==> src/hw/rtl/psinv_pkg.sv <==
package psinv_pkg;

  localparam int MAX_TERMS_DEF = 1024;
  localparam int COEF_BITS_DEF = 31;
  localparam int TERM_BITS     = 11;
  localparam int IDX_BITS      = 10;

  localparam logic [30:0] MODULUS_RESET = 31'd998244353;
  localparam logic [10:0] TERMS_RESET   = 11'd1024;

  typedef enum logic [1:0] {
    OP_WRITE   = 2'd0,
    OP_COMPUTE = 2'd1,
    OP_READ    = 2'd2,
    OP_NONE    = 2'd3
  } opcode_t;

  typedef enum logic [1:0] {
    ST_OK      = 2'd0,
    ST_NOINV   = 2'd1,
    ST_RANGE   = 2'd2
  } status_t;

  localparam logic [1:0] REG_MODULUS   = 2'd0;
  localparam logic [1:0] REG_IN_TERMS  = 2'd1;
  localparam logic [1:0] REG_OUT_TERMS = 2'd2;

  // datapath operations issued by the controller
  typedef enum logic [3:0] {
    DP_NOP,
    DP_WR_REDUCE,   // start reduction of the write value
    DP_WR_STORE,    // store reduced write value
    DP_RD_ISSUE,    // issue result store read
    DP_INV_START,   // start reduction of a[0] for Euclid
    DP_INV_STEP,    // start Euclid once a[0] is reduced
    DP_INV_DONE,    // record inverse, b[0]
    DP_ACC_CLEAR,   // clear accumulator for coefficient k
    DP_MAC_ISSUE,   // read a[i] and b[k-i]
    DP_MAC_MUL,     // multiply operands
    DP_MAC_RED,     // reduce product and accumulate
    DP_FIN_MUL,     // multiply -acc by inverse
    DP_FIN_STORE    // store b[k]
  } dp_op_t;

  typedef struct packed {
    dp_op_t op;
  } dp_cmd_t;

  typedef struct packed {
    logic red_done;   // modular reducer has finished
    logic inv_done;   // Euclid loop has finished
    logic inv_ok;     // gcd equals one
  } dp_stat_t;

endpackage

==> src/hw/rtl/psinv_ctrl.sv <==
// Sequencer: handles transactions and runs the recurrence b[k] over the stores.
module psinv_ctrl #(
  parameter int MAX_TERMS = 1024,
  parameter int IW        = 10
) (
  input  logic                 clk,
  input  logic                 rst,
  input  logic                 in_valid,
  output logic                 in_ready,
  input  logic [1:0]           opcode,
  input  logic [IW-1:0]        index,
  input  logic [10:0]          n_in,
  input  logic [10:0]          n_out,
  output logic                 out_valid,
  input  logic                 out_ready,
  output logic [1:0]           status,
  output logic                 sel_rd,
  output psinv_pkg::dp_cmd_t   cmd,
  output logic [IW-1:0]        idx_a,
  output logic [IW-1:0]        idx_b,
  input  psinv_pkg::dp_stat_t  stat
);
  import psinv_pkg::*;

  localparam int KW = IW + 1;

  typedef enum logic [3:0] {
    S_IDLE, S_WR_RED, S_RD, S_INV_RED, S_INV_RUN, S_INV_FIN,
    S_K_START, S_MAC_ISSUE, S_MAC_WAIT, S_MAC_MUL, S_MAC_RED,
    S_FIN_MUL, S_FIN_RED, S_OUT
  } state_t;

  state_t        state;
  logic [KW-1:0] k, i, vcount;
  logic          noinv;

  assign in_ready = (state == S_IDLE) && !out_valid;

  always_ff @(posedge clk) begin
    if (rst) begin
      state     <= S_IDLE;
      out_valid <= 1'b0;
      noinv     <= 1'b0;
      vcount    <= '0;
      cmd.op    <= DP_NOP;
      sel_rd    <= 1'b0;
    end else begin
      cmd.op <= DP_NOP;
      if (out_valid && out_ready) out_valid <= 1'b0;
      case (state)
        S_IDLE: begin
          if (in_valid && in_ready) begin
            status <= ST_OK;
            sel_rd <= 1'b0;
            idx_a  <= index;
            case (opcode)
              OP_WRITE: begin
                if ({1'b0, index} < n_in) begin
                  cmd.op <= DP_WR_REDUCE;
                  state  <= S_WR_RED;
                end else begin
                  status <= ST_RANGE; out_valid <= 1'b1;
                end
              end
              OP_COMPUTE: begin
                idx_a  <= '0;
                cmd.op <= DP_NOP;
                state  <= S_INV_RED;
              end
              OP_READ: begin
                if (noinv) begin
                  status <= ST_NOINV; out_valid <= 1'b1;
                end else if ({1'b0, index} >= vcount) begin
                  status <= ST_RANGE; out_valid <= 1'b1;
                end else begin
                  sel_rd <= 1'b1; state <= S_RD;
                end
              end
              default: out_valid <= 1'b1;
            endcase
          end
        end
        S_WR_RED: if (stat.red_done) begin
          cmd.op <= DP_WR_STORE; state <= S_OUT;
        end
        S_RD: state <= S_OUT;
        S_INV_RED: begin
          // a_q holds a[0] in the cycle after the address settles
          cmd.op <= DP_INV_START; state <= S_INV_RUN;
        end
        S_INV_RUN: begin
          cmd.op <= DP_INV_STEP;
          if (stat.inv_done) begin
            cmd.op <= DP_NOP;
            if (stat.inv_ok) begin
              idx_b  <= '0;
              cmd.op <= DP_INV_DONE;
              state  <= S_INV_FIN;
            end else begin
              noinv <= 1'b1; vcount <= '0; status <= ST_NOINV;
              out_valid <= 1'b1; state <= S_IDLE;
            end
          end
        end
        S_INV_FIN: begin
          noinv <= 1'b0;
          k <= KW'(1);
          state <= S_K_START;
        end
        S_K_START: begin
          if (k >= n_out) begin
            vcount <= n_out; out_valid <= 1'b1; state <= S_IDLE;
          end else begin
            cmd.op <= DP_ACC_CLEAR; i <= KW'(1); state <= S_MAC_ISSUE;
          end
        end
        S_MAC_ISSUE: begin
          if (i > k || i >= n_in) begin
            cmd.op <= DP_FIN_MUL; state <= S_FIN_MUL;
          end else begin
            idx_a <= i[IW-1:0];
            idx_b <= IW'(k - i);
            state <= S_MAC_WAIT;
          end
        end
        S_MAC_WAIT: state <= S_MAC_MUL;
        S_MAC_MUL: begin
          cmd.op <= DP_MAC_MUL; state <= S_MAC_RED;
        end
        S_MAC_RED: begin
          cmd.op <= DP_MAC_RED;
          if (stat.red_done) begin
            cmd.op <= DP_MAC_RED; i <= i + 1'b1; state <= S_MAC_ISSUE;
          end
        end
        S_FIN_MUL: begin
          idx_b <= k[IW-1:0];
          cmd.op <= DP_FIN_STORE; state <= S_FIN_RED;
        end
        S_FIN_RED: begin
          if (stat.red_done) begin
            cmd.op <= DP_FIN_STORE; k <= k + 1'b1; state <= S_K_START;
          end
        end
        S_OUT: begin
          out_valid <= 1'b1; state <= S_IDLE;
        end
        default: state <= S_IDLE;
      endcase
    end
  end
endmodule

==> config.mk <==
export PLATFORM = sky130hd
export DESIGN_NAME = psinv_ctrl
export DESIGN_NICKNAME = d
export VERILOG_FILES = /design/src/hw/rtl/psinv_pkg.sv /design/src/hw/rtl/psinv_ctrl.sv
export SDC_FILE = /design/constraint.sdc
export NUM_CORES = 1
export LEC_CHECK = 0
export BUFFER_PORTS_ARGS = -buffer_cell sky130_fd_sc_hd__buf_2
export CAP_MARGIN = 10
export CORE_MARGIN = 2
export CORE_UTILIZATION = 55
export DETAILED_ROUTE_END_ITERATION = 10
export PLACE_DENSITY = 0.76
export SYNTH_ARGS = -nofsm -noshare
export SYNTH_HDL_FRONTEND = slang
export SYNTH_SLANG_ARGS = --single-unit
==> constraint.sdc <==
create_clock -name clk -period 5.16 [get_ports clk]
set_clock_uncertainty 0.2 [all_clocks]
set_input_delay 1.032 -clock clk [delete_from_list [all_inputs] [get_ports clk]]
set_output_delay 1.032 -clock clk [all_outputs]
set_load 0.005 [all_outputs]
# Yosys cells after proc, flatten, opt, wreduce, memory -nomap -nowiden
# Cells that the tools add are included.
[totals]
register_bits = 66
in_bits = 41
wordCells = 135
[op_classes]
add_sub_neg = 3
n_lt_le_gt_ge = 5
n_eq_ne = 29
muxes = 63
n_bitwise = 1
reduce_logical = 23
[ops]
columns = ["cell", "count"]
rows = [
  ["$mux 11", 6],
  ["$pmux 11 s2", 3],
  ["$mux 10", 6],
  ["$pmux 4 s13", 1],
  ["$mux 4", 10],
  ["$pmux 4 s10", 1],
  ["$pmux 10 s3", 1],
  ["$eq 4x4->1 const B", 6],
  ["$add 11x1->11 const B", 2],
  ["$ge 11x11->1", 2],
  ["$pmux 10 s2", 1],
  ["$ne 2x2->1 const B", 9],
  ["$eq 4x3->1 const B", 4],
  ["$mux 1", 16],
  ["$mux 2", 8],
  ["$mux 3", 4],
  ["$pmux 4 s3", 1],
  ["$reduce_and 4->1", 3],
  ["$reduce_bool 2->1", 6],
  ["$ge 10x11->1", 1],
  ["$gt 11x11->1", 1],
  ["$lt 10x11->1", 1],
  ["$reduce_and 5->1", 2],
  ["$sub 10x10->10", 1],
  ["21 further kinds", 28],
]

# Depth between registers and ports, before layout
# Gate-level depths: netlist (run 1).
[depth]
depth_word = 7
mapped_depth = 10
mapped_depth_nobuf = 10

# Worst setup path after synthesis (run 1)
# Ideal clock, no wire load.
[synth_path]
kind = "input to register"
from = "input port n_out[4]"
to = "register i[0] (enable)"
setup_time_ns = 0.382
arrival_time_ns = 2.713
required_time_ns = 4.578
slack_ns = 1.864
stages = 7
path_buffers = 0
path_cell_list = "inv_1 -> ha_1 -> nand2_1 -> nor4_1 -> a211oi_1 -> nand4_1 -> a21oi_1"
[synth_between]
elab_chain_cells = 3
[synth_lines]
columns = ["item", "line", "text"]
rows = [
  ["from (decl)", "psinv_ctrl.sv:13", "input logic [10:0] n_out,"],
  ["$ge 11x11->1", "psinv_ctrl.sv:111", "if (k >= n_out) begin"],
  ["$ne 2x2->1 (no line)", "n/a", ""],
  ["$reduce_and 4->1 (no line)", "n/a", ""],
  ["to (signal assigned)", "psinv_ctrl.sv:114", "cmd.op <= DP_ACC_CLEAR; i <= KW'(1); state <= S_MAC_ISSUE;"],
  ["to (signal assigned)", "psinv_ctrl.sv:133", "cmd.op <= DP_MAC_RED; i <= i + 1'b1; state <= S_MAC_ISSUE;"],
  ["to (decl)", "psinv_ctrl.sv:34", "logic [KW-1:0] k, i, vcount;"],
]
# No other way between the ends.
# A chain may end at the register's enable or synchronous reset.

# Final worst setup path (run 1)
[layout_path]
from = "input port n_out[7]"
to = "register i[7] (enable)"
# Same word-level chain as after synthesis.

==> impl_metrics.toml, run 1 <==
[global_routing]
first_global_vias = 4509
grt_first_pass_wirelength_um = 22500
gr-usage-all-layers_pct = 28.6
grt.overflow.total = 0
maximum_number_of_pins_on_one_net_before_global_route_repair = 32
antenna_violations_before_repair = 0

[setup_path]
timing.critical_path.required_ns = 4.93
cp_data_arrival_time_ns = 3.29
worst_path_largest_cell_delay_ns = 0.90
criticalPathCategory = "in2reg"
critical_path.reg2reg.endpoint = "idx_a[1]"
critical_path.slowest_cell = "a21oi_1"
setup.reg_to_reg.worst_slack_ns = 1.78
crit_top_cell = "nand4_1"
timing.rr.start = "i[2]"
critPathLaunchType = "input port"
critical_path_peak_fanout = 11
r2r.worst_path.cells = 8
cp_capture_type = "flip-flop"
worstPathCellList = "buf_2 -> inv_1 -> ha_1 -> nand4_1 -> nor4_1 -> a211oi_1 -> nand4_1 -> a21oi_1"

[place]
io_buffers = 69
dpl.cell_count = 754
gp_congestion = 0.931
dpl.hpwl_um = 11000

[pwr]
worst_ir_drop_vdd_uv = 329
combinational_share_of_power_pct = 28.3
reg_power_share_pct = 40.4
sw_frac_of_total_pct = 33.6
leakage_nw = 2.50
p_clk_share_pct = 31.3
power_density_normalized_to_cell_area_nw_per_um2 = 301
p_sw_mw = 0.592
cell_internal_pwr_mw = 1.17

[cts]
clk_pin_slew_worst_paths_ns = 0.08
number_of_cts_inserted_buffers = 9
htree_num_levels = 3
clock_tree.root_cell = "clkbuf_8"
post-cts-setup-buffers = 0
worstSkewPairLatency_ns = 0.35
cts.repair.resized = 0
cts_tree = "yes"
cts_hold_buffers = 0
tritoncts_num_sinks = 66
clock_tree.buffer_depth = 2

[sta]
rsz_0062_raised_after_global_routing = "false"
pins_over_slew_limit = 0
worstMarginPinSlew_ns = 1.07
worst_hold_slack_ns = 0.260
setup_violations = 0
final_min_period_over_clock_period_pct = 68.3
finalWorstPathRequiredPeriod_ns = 3.53
hold_viol_final = 0
maxSlewHeadroom_pct = 28.8
fin_setup_tns_ns = 0
achievable-frequency_mhz = 284

[synthesis]
post_synth_num_cell_types = 63
ys_ff_latch = 66
syn-cell-area_um2 = 5190
syn_avg_cell_area_um2 = 8.73
synth_seq_area_share_pct = 34.0
yosys_most_used_dff = "edfxtp_1"
syn_nets = 703
yosysWarnings = 0
synthArstFlopShare_pct = 0
synth_edf_count = 44
synthesized_instance_count = 594

[finish]
fillerInstances = 783
drive_gt1_share_pct = 15.3
stdcell_count = 770
antennaDiodeCount = 0
final_nets = 763
syn2layout_area_growth_pct = 12.8

[floorplanning]
floorplan.die.width_um = 101
die_height_um = 101
rows = 35
dieArea_um2 = 10200
top_level_ports = 70
start_util_pct = 56.4
total_core_area_um2 = 9200

[min_path]
worstHoldPathType = "reg2reg"
hold_path.startpoint = "sel_rd"
holdPathStages = 2
whs_endpoint = "sel_rd"

[flow_run]
max_cap_viol_count = 0

[route]
vias_per_cell = 6.22
drt_first_iter_violations = 280
totalWireLength_um = 14300
drt_pre_antenna_iters = 6
via_count = 4788
drc = 0
antenna_violating_nets_left = 0
drt-wirelength-per-cell_um = 18.6

[status]
outcome = "finished clean"
-- cell usage after synthesis, drive strengths merged, types with 4 or more instances --
master,instances,share of area (%)
a211oi,7,1.2
a21o,10,1.4
a21oi,40,3.9
a31oi,14,2.0
and3,5,0.60
buf,13,1.4
clkbuf,11,0.80
dfxtp,22,8.5
edfxtp,44,25
ha,67,16
inv,62,4.5
nand2,50,3.7
nand2b,11,1.3
nand3,25,2.4
nand3b,21,3.0
nand4,8,0.96
nor2,51,3.7
nor2b,7,0.84
nor3b,4,0.58
nor4,6,0.72
o21a,4,0.58
o21ai,36,3.5
or3,8,0.96
xnor2,16,2.7
xor2,5,0.84
-- kinds of logic (layout without fill, tap and decap cells) --
family | count (synthesis) | after routing | synth area share [%]
adders and majority gates | 68 | 68 | 16.5
AOI/OAI and AO/OA | 147 | 147 | 19.2
muxes | 1 | 1 | 0.193
buffers and inverters | 86 | 151 | 6.63
and+or+nand+nor | 205 | 205 | 19.9
xor gates and xnor gates | 21 | 21 | 3.55
DFF | 66 | 66 | 34.0
-- cell type report --
| class | count | area [um2] | share of cell area, % |
|---|---|---|---|
| timing repair buffer | 73 | 375 | 6.41 |
| inverter | 62 | 233 | 3.98 |
| clock buffer | 15 | 231 | 3.96 |
| clock inverter | 1 | 30.0 | 0.513 |
| sequential | 66 | 1760 | 30.1 |
| tap | 111 | 139 | 2.37 |
| multi-input combinational | 442 | 3080 | 52.7 |
-- sequential cells by signal (all words and copies together), names as in the netlist, 2 cells and up --
name,cells
cmd,4
status,2
idx_b,10
state,4
idx_a,10
vcount,11
i,11
k,11
-- per-layer routing --
layer  vias to the layer above  share of wire [%]  track usage (%)  routed length, um
met3                        36                6.9             3.74                989
met1                      2266                 42             36.7               6070
li1                       2253                  -                -                  -
met4                         0                2.9             12.3                411
met2                       233                 48             48.2               6860
met5                         -                  0                0                  0
-- critical path: cells and delay by family --
family / cells / cell delay (ns)
buffers and inverters: 2 / 0.15
AOI/OAI and AO/OA: 2 / 1.30
adders and majority gates: 1 / 0.32
and+or+nand+nor: 3 / 0.48
-- worst max path at each step --
stage / from / end / slack, ns / cells past startpoint
after floorplan: n_out[4] / i[0] / 1.86 / 7
after global placement: n_out[7] / i[5] / 1.40 / 8
after detailed placement: n_out[7] / i[9] / 1.28 / 8
after CTS: n_out[7] / i[5] / 1.66 / 8
after global routing: n_out[6] / i[7] / 1.47 / 8
final: n_out[7] / i[7] / 1.63 / 8
-- layout by cell type (no fill, tap or decap), types with 2 or more instances in the layout --
| cell type | n |
|---|---|
| a211oi_1 | 5 |
| a211oi_2 | 2 |
| a21o_1 | 10 |
| a21oi_1 | 40 |
| a221oi_2 | 2 |
| a22o_1 | 3 |
| a22oi_1 | 3 |
| a31oi_1 | 13 |
| a32o_1 | 2 |
| and2_1 | 3 |
| and3_1 | 5 |
| buf_2 | 69 |
| buf_4 | 4 |
| clkbuf_1 | 2 |
| clkbuf_16 | 4 |
| clkbuf_8 | 9 |
| dfxtp_1 | 22 |
| edfxtp_1 | 44 |
| ha_1 | 67 |
| inv_1 | 62 |
| nand2_1 | 49 |
| nand2b_1 | 11 |
| nand3_1 | 25 |
| nand3b_1 | 21 |
| nand4_1 | 8 |
| nor2_1 | 51 |
| nor2b_1 | 7 |
| nor3_1 | 3 |
| nor3b_1 | 4 |
| nor4_1 | 6 |
| o211ai_1 | 2 |
| o21a_1 | 4 |
| o21ai_0 | 31 |
| o21ai_1 | 4 |
| o21bai_1 | 2 |
| o22ai_1 | 3 |
| o31ai_1 | 3 |
| or3_1 | 8 |
| xnor2_1 | 16 |
| xor2_1 | 5 |
-- stage by stage --
step / area (um2) / power, mW / setup slack [ns] / util, %
finish: 5850 / 1.76 / 1.63 / 63.6
CTS: 5850 / 1.75 / 1.66 / 63.6
detailed placement: 5590 / 1.20 / 1.28 / 60.8
global placement: 5590 / 1.19 / 1.40 / 60.8
floorplan: 5190 / 1.07 / 1.86 / -
global route: 5850 / 1.84 / 1.47 / 63.6
-- power by group through the flow --
stage,clock network (mW),logic (mW),registers [mW]
after global placement,0,0.475,0.715
after CTS,0.552,0.491,0.707
after floorplan,0,0.415,0.650
final,0.551,0.498,0.712
after global routing,0.570,0.550,0.723
after detailed placement,0,0.485,0.718
(Power assumes the default switching activity.)
==> inputs of run 2 (changes only) <==
- clock period: 5.16 -> 3.4 ns (I/O delays scaled with it)
==> impl_metrics.toml, run 2 (same netlist as run 1, synthesis figures left out) <==
[sta]
finalWorstPathRequiredPeriod_ns = 3.06
achievable-frequency_mhz = 327
setup_violations = 0
hold_viol_final = 0
final_min_period_over_clock_period_pct = 90.1
pins_over_slew_limit = 0
rsz_0062_raised_after_global_routing = "false"
maxSlewHeadroom_pct = 52.0
fin_setup_tns_ns = 0
worst_hold_slack_ns = 0.255
worstMarginPinSlew_ns = 0.720

[place]
dpl.hpwl_um = 11000
gp_congestion = 0.960
io_buffers = 69
placement.cell_area_um2 = 5660

[route]
antenna_violating_nets_left = 0
vias_per_cell = 6.18
drt_pre_antenna_iters = 6
drt-wirelength-per-cell_um = 18.1
totalWireLength_um = 14100
drt_first_iter_violations = 267
via_count = 4817
drc = 0

[setup_path]
path_delay_family = "compound AO/OA/AOI/OAI gates"
critical_path.reg2reg.endpoint = "idx_b[7]"
path_buf_inv = 2
timing.critical_path.depth = 9
critical_path.slowest_cell = "edfxtp_1"
cp_capture_type = "flip-flop"
worst_setup_path_startpoint = "i[2]"
cp_data_arrival_time_ns = 2.91
critPathLaunchType = "flip-flop"
setup.reg_to_reg.worst_slack_ns = 0.34
r2r.worst_path.cells = 9
critical_path_peak_fanout = 10
timing.critical_path.required_ns = 3.25
criticalPathCategory = "reg2reg"
timing.rr.start = "i[2]"
worstPathCellList = "inv_1 -> ha_1 -> o211ai_1 -> a21oi_1 -> o41ai_2 -> a31oi_1 -> o21ai_2 -> and2_1 -> buf_4"
worst_path_largest_cell_delay_ns = 0.48

[min_path]
hold_path.startpoint = "sel_rd"
holdPathStages = 2
whs_endpoint = "sel_rd"
worstHoldPathType = "reg2reg"

[status]
outcome = "finished clean"

[floorplanning]
rows = 35
floorplan.die.width_um = 101
top_level_ports = 70
total_core_area_um2 = 9200
start_util_pct = 56.4
dieArea_um2 = 10200
die_height_um = 101

[finish]
final_nets = 772
highest_count_cells_in_the_layout_ignoring_fill_and_taps = "69 x buf_2, 67 x ha_1, 62 x inv_1, 51 x nor2_1, 49 x nand2_1"
layout_commonest_cell = "buf_2"
fillerInstances = 783
antennaDiodeCount = 0
top_regs = "i: 11 flops, k: 11 flops, vcount: 11 flops"
drive_gt1_share_pct = 16.2
syn2layout_area_growth_pct = 12.6
finish.instance_area_um2 = 5840

[pwr]
finalPower_mw = 2.49
leakage_nw = 2.50
power_density_normalized_to_cell_area_nw_per_um2 = 426
worst_ir_drop_vdd_uv = 412

[global_routing]
first_global_vias = 4708
grt_first_pass_wirelength_um = 22300
gr-usage-all-layers_pct = 28.3
maximum_number_of_pins_on_one_net_before_global_route_repair = 26
grt.overflow.total = 0
antenna_violations_before_repair = 0

[cts]
cts.repair.resized = 0
cts_tree = "yes"
cts_hold_buffers = 0
worstSkewPairLatency_ns = 0.35
tritoncts_num_sinks = 66
clock_tree.buffer_depth = 2
clk_pin_slew_worst_paths_ns = 0.07
htree_num_levels = 3
clock_tree.root_cell = "clkbuf_8"
post-cts-setup-buffers = 0
number_of_cts_inserted_buffers = 9

[flow_run]
max_cap_viol_count = 0
## run 2: cell types whose count changed in the layout (fill, tap and decap cells not counted), sizes merged
cell and delta:
clkbuf -1, clkinv +2, bufinv -1, buf +9
## run 2: worst max-delay path by stage
stage                    end  slack [ns]
detailed placement  idx_b[8]        0.38
floorplan               i[0]        0.46
CTS                 idx_b[7]        0.37
global placement    idx_b[1]        0.45
global route        idx_b[0]        0.21
finish              idx_b[7]        0.34
## run 2: layout make-up
cell class / instances / area (um2) / share of cell area (%)
clock inverters: 2 / 8.76 / 0.150
repair buffers: 82 / 443 / 7.58
clock buffers: 14 / 174 / 2.98
multi-input cells: 442 / 3080 / 52.8
flip-flops and latches: 66 / 1760 / 30.2
well taps: 111 / 139 / 2.38
inverters: 62 / 233 / 3.98
## run 2: metal layers
layer / routed length [um] / global-route usage (%)
met1: 5700 / 35.4
met2: 6730 / 46.6
met3: 1080 / 4.44
met4: 593 / 15.5
met5: 0 / 0
## run 2: worst register-to-register path: stages (launching register included)
cell and delay (ns):
edfxtp_1 0.48, inv_1 0.12, ha_1 0.40, o211ai_1 0.21, a21oi_1 0.08, o41ai_2 0.30, a31oi_1 0.20, o21ai_2 0.37
and2_1 0.19, buf_4 0.20
## run 2: per-stage QoR
step / setup slack [ns] / utilization (%) / std cells
final: 0.338 / 63.5 / 779
after CTS: 0.370 / 63.5 / 779
after global placement: 0.450 / 61.5 / 763
after floorplan: 0.456 / - / 594
after detailed placement: 0.383 / 61.5 / 763
after global routing: 0.214 / 63.5 / 779
## run 2: power breakdown
| part | switching [mW] | internal, mW | total (mW) | leakage, nW |
|---|---|---|---|---|
| clock | 0.307 | 0.327 | 0.634 | 0.0932 |
| sequential | 0.0990 | 0.931 | 1.03 | 0.626 |
| combinational | 0.483 | 0.345 | 0.827 | 1.78 |
| total | 0.888 | 1.60 | 2.49 | 2.50 |
==> inputs of run 3 (changes only) <==
--- a/config.mk
+++ b/config.mk
@@ -6,10 +6,10 @@
 export NUM_CORES = 1
 export LEC_CHECK = 0
-export BUFFER_PORTS_ARGS = -buffer_cell sky130_fd_sc_hd__buf_2
 export CAP_MARGIN = 10
 export CORE_MARGIN = 2
 export CORE_UTILIZATION = 55
 export DETAILED_ROUTE_END_ITERATION = 10
-export PLACE_DENSITY = 0.76
+export DONT_BUFFER_PORTS = 1
+export PLACE_DENSITY = 0.69
 export SYNTH_ARGS = -nofsm -noshare
 export SYNTH_HDL_FRONTEND = slang
==> constraint.sdc (replaced) <==
create_clock -name clk -period 3.4 [get_ports clk]
set_clock_uncertainty 0.2 [all_clocks]
set_input_delay 0.85 -clock clk [delete_from_list [all_inputs] [get_ports clk]]
set_output_delay 0.85 -clock clk [all_outputs]
set_load 0.005 [all_outputs]
==> impl_metrics.toml, run 3 (same netlist as run 1, synthesis figures left out) <==
[sta]
fin_setup_tns_ns = 0
worstMarginPinSlew_ns = 0.713
hold_viol_final = 0
pins_over_slew_limit = 0
final_min_period_over_clock_period_pct = 84.9
achievable-frequency_mhz = 347
setup_violations = 0
maxSlewHeadroom_pct = 52.4
rsz_0062_raised_after_global_routing = "false"
finalWorstPathRequiredPeriod_ns = 2.89

[setup_path]
timing.critical_path.required_ns = 3.20
cp_capture_type = "flip-flop"
worst_path_largest_cell_delay_ns = 0.56
r2r.worst_path.cells = 7
path_delay_family = "compound AO/OA/AOI/OAI gates"
timing.critical_path.depth = 7
critPathLaunchType = "flip-flop"
cp_data_arrival_time_ns = 2.69
critical_path.slowest_cell = "edfxtp_1"
path_buf_inv = 0
criticalPathCategory = "reg2reg"
critical_path_peak_fanout = 10
worstPathCellList = "ha_1 -> o211ai_1 -> a21oi_1 -> o41ai_2 -> a31oi_1 -> o21ai_2 -> and2_1"

[floorplanning]
floorplan.die.width_um = 101
die_height_um = 101
dieArea_um2 = 10200
total_core_area_um2 = 9200
top_level_ports = 70
rows = 35
start_util_pct = 56.4

[place]
dpl.hpwl_um = 10800
placement.cell_area_um2 = 5340
io_buffers = 0
gp_congestion = 0.909

[route]
drt-wirelength-per-cell_um = 19.6
drt_pre_antenna_iters = 5
drt_first_iter_violations = 295
via_count = 4434
totalWireLength_um = 13900
drc = 0
vias_per_cell = 6.22
antenna_violating_nets_left = 0

[cts]
clock_tree.root_cell = "clkbuf_8"
worstSkewPairLatency_ns = 0.35
clk_pin_slew_worst_paths_ns = 0.08
number_of_cts_inserted_buffers = 9
cts_tree = "yes"
htree_num_levels = 3
tritoncts_num_sinks = 66
post-cts-setup-buffers = 0
cts_hold_buffers = 0
clock_tree.buffer_depth = 2
cts.repair.resized = 0

[status]
outcome = "finished clean"

[finish]
top_regs = "i: 11 flops, k: 11 flops, vcount: 11 flops"
final_nets = 706
layout_commonest_cell = "ha_1"
antennaDiodeCount = 0
finish.instance_area_um2 = 5570
drive_gt1_share_pct = 7.48
highest_count_cells_in_the_layout_ignoring_fill_and_taps = "67 x ha_1, 62 x inv_1, 51 x nor2_1, 49 x nand2_1, 44 x edfxtp_1"
syn2layout_area_growth_pct = 7.31
final_core_density_pct = 60.5

[pwr]
p_clk_share_pct = 30.1
p_sw_mw = 0.888
sw_frac_of_total_pct = 34.7
combinational_share_of_power_pct = 29.8
power_density_normalized_to_cell_area_nw_per_um2 = 459
worst_ir_drop_vdd_uv = 312
leakage_nw = 2.25
cell_internal_pwr_mw = 1.67
reg_power_share_pct = 40.0

[global_routing]
gr-usage-all-layers_pct = 28.8
first_global_vias = 4443
maximum_number_of_pins_on_one_net_before_global_route_repair = 26
grt.overflow.total = 0
grt_first_pass_wirelength_um = 22700
antenna_violations_before_repair = 0

[min_path]
holdPathStages = 2
worstHoldPathType = "reg2reg"

[flow_run]
max_cap_viol_count = 0
==> run 3: changes by cell type in the layout (fill, tap and decap cells not counted) <==
cell | before | now
clkinv_2 | 1 | 0
clkbuf_1 | 3 | 1
bufinv_16 | 0 | 1
clkbuf_8 | 10 | 9
clkbuf_16 | 1 | 2
inv_4 | 0 | 1
buf_2 | 69 | 0
clkinv_1 | 1 | 0
clkinv_4 | 0 | 2
buf_4 | 13 | 16
==> run 3: layer usage <==
layer,share of wire [%],vias up,global-route usage (%)
met1,42,2064,37.3
met5,0,-,0
met3,8.4,34,6.66
li1,-,2143,-
met2,47,193,46.2
met4,3.1,0,12.7
==> run 3: final cells by class <==
| cell class | count | area [um2] |
|---|---|---|
| multi-input combinational | 442 | 3080 |
| inverter | 62 | 233 |
| fill | 800 | 3630 |
| clock buffer | 12 | 178 |
| sequential | 66 | 1760 |
| clock inverter | 4 | 53.8 |
| tap | 111 | 139 |
| timing repair buffer | 16 | 120 |
==> run 3: through the flow <==
stage	total power, mW	hold slack [ns]	instances	worst slack (ns)
2_1_floorplan	1.62	0.248	594	0.286
3_3_place_gp	1.78	0.258	697	0.437
3_5_place_dp	1.79	0.266	697	0.404
4_1_cts	2.55	0.278	713	0.495
5_1_grt	2.70	0.306	713	0.285
6_report	2.56	0.273	713	0.515
==> run 3: worst paths after layout <==
path / startpoint / to / slack (ns)
min reg2reg: sel_rd / sel_rd / 0.27
max reg2reg: k[2] / idx_b[0] / 0.51
max: k[2] / idx_b[0] / 0.51
min: sel_rd / sel_rd / 0.27
==> run 3: power groups by stage <==
stage | combinational (mW) | clock, mW | sequential, mW
floorplan | 0.630 | 0 | 0.987
global placement | 0.738 | 0 | 1.04
detailed placement | 0.752 | 0 | 1.04
CTS | 0.755 | 0.775 | 1.02
global route | 0.847 | 0.811 | 1.04
finish | 0.763 | 0.770 | 1.02
==> run 3: worst register-to-register path: stages, from the launching register on <==
cell	delay (ns)
edfxtp_1	0.56
ha_1	0.45
o211ai_1	0.21
a21oi_1	0.07
o41ai_2	0.27
a31oi_1	0.16
o21ai_2	0.18
and2_1	0.43
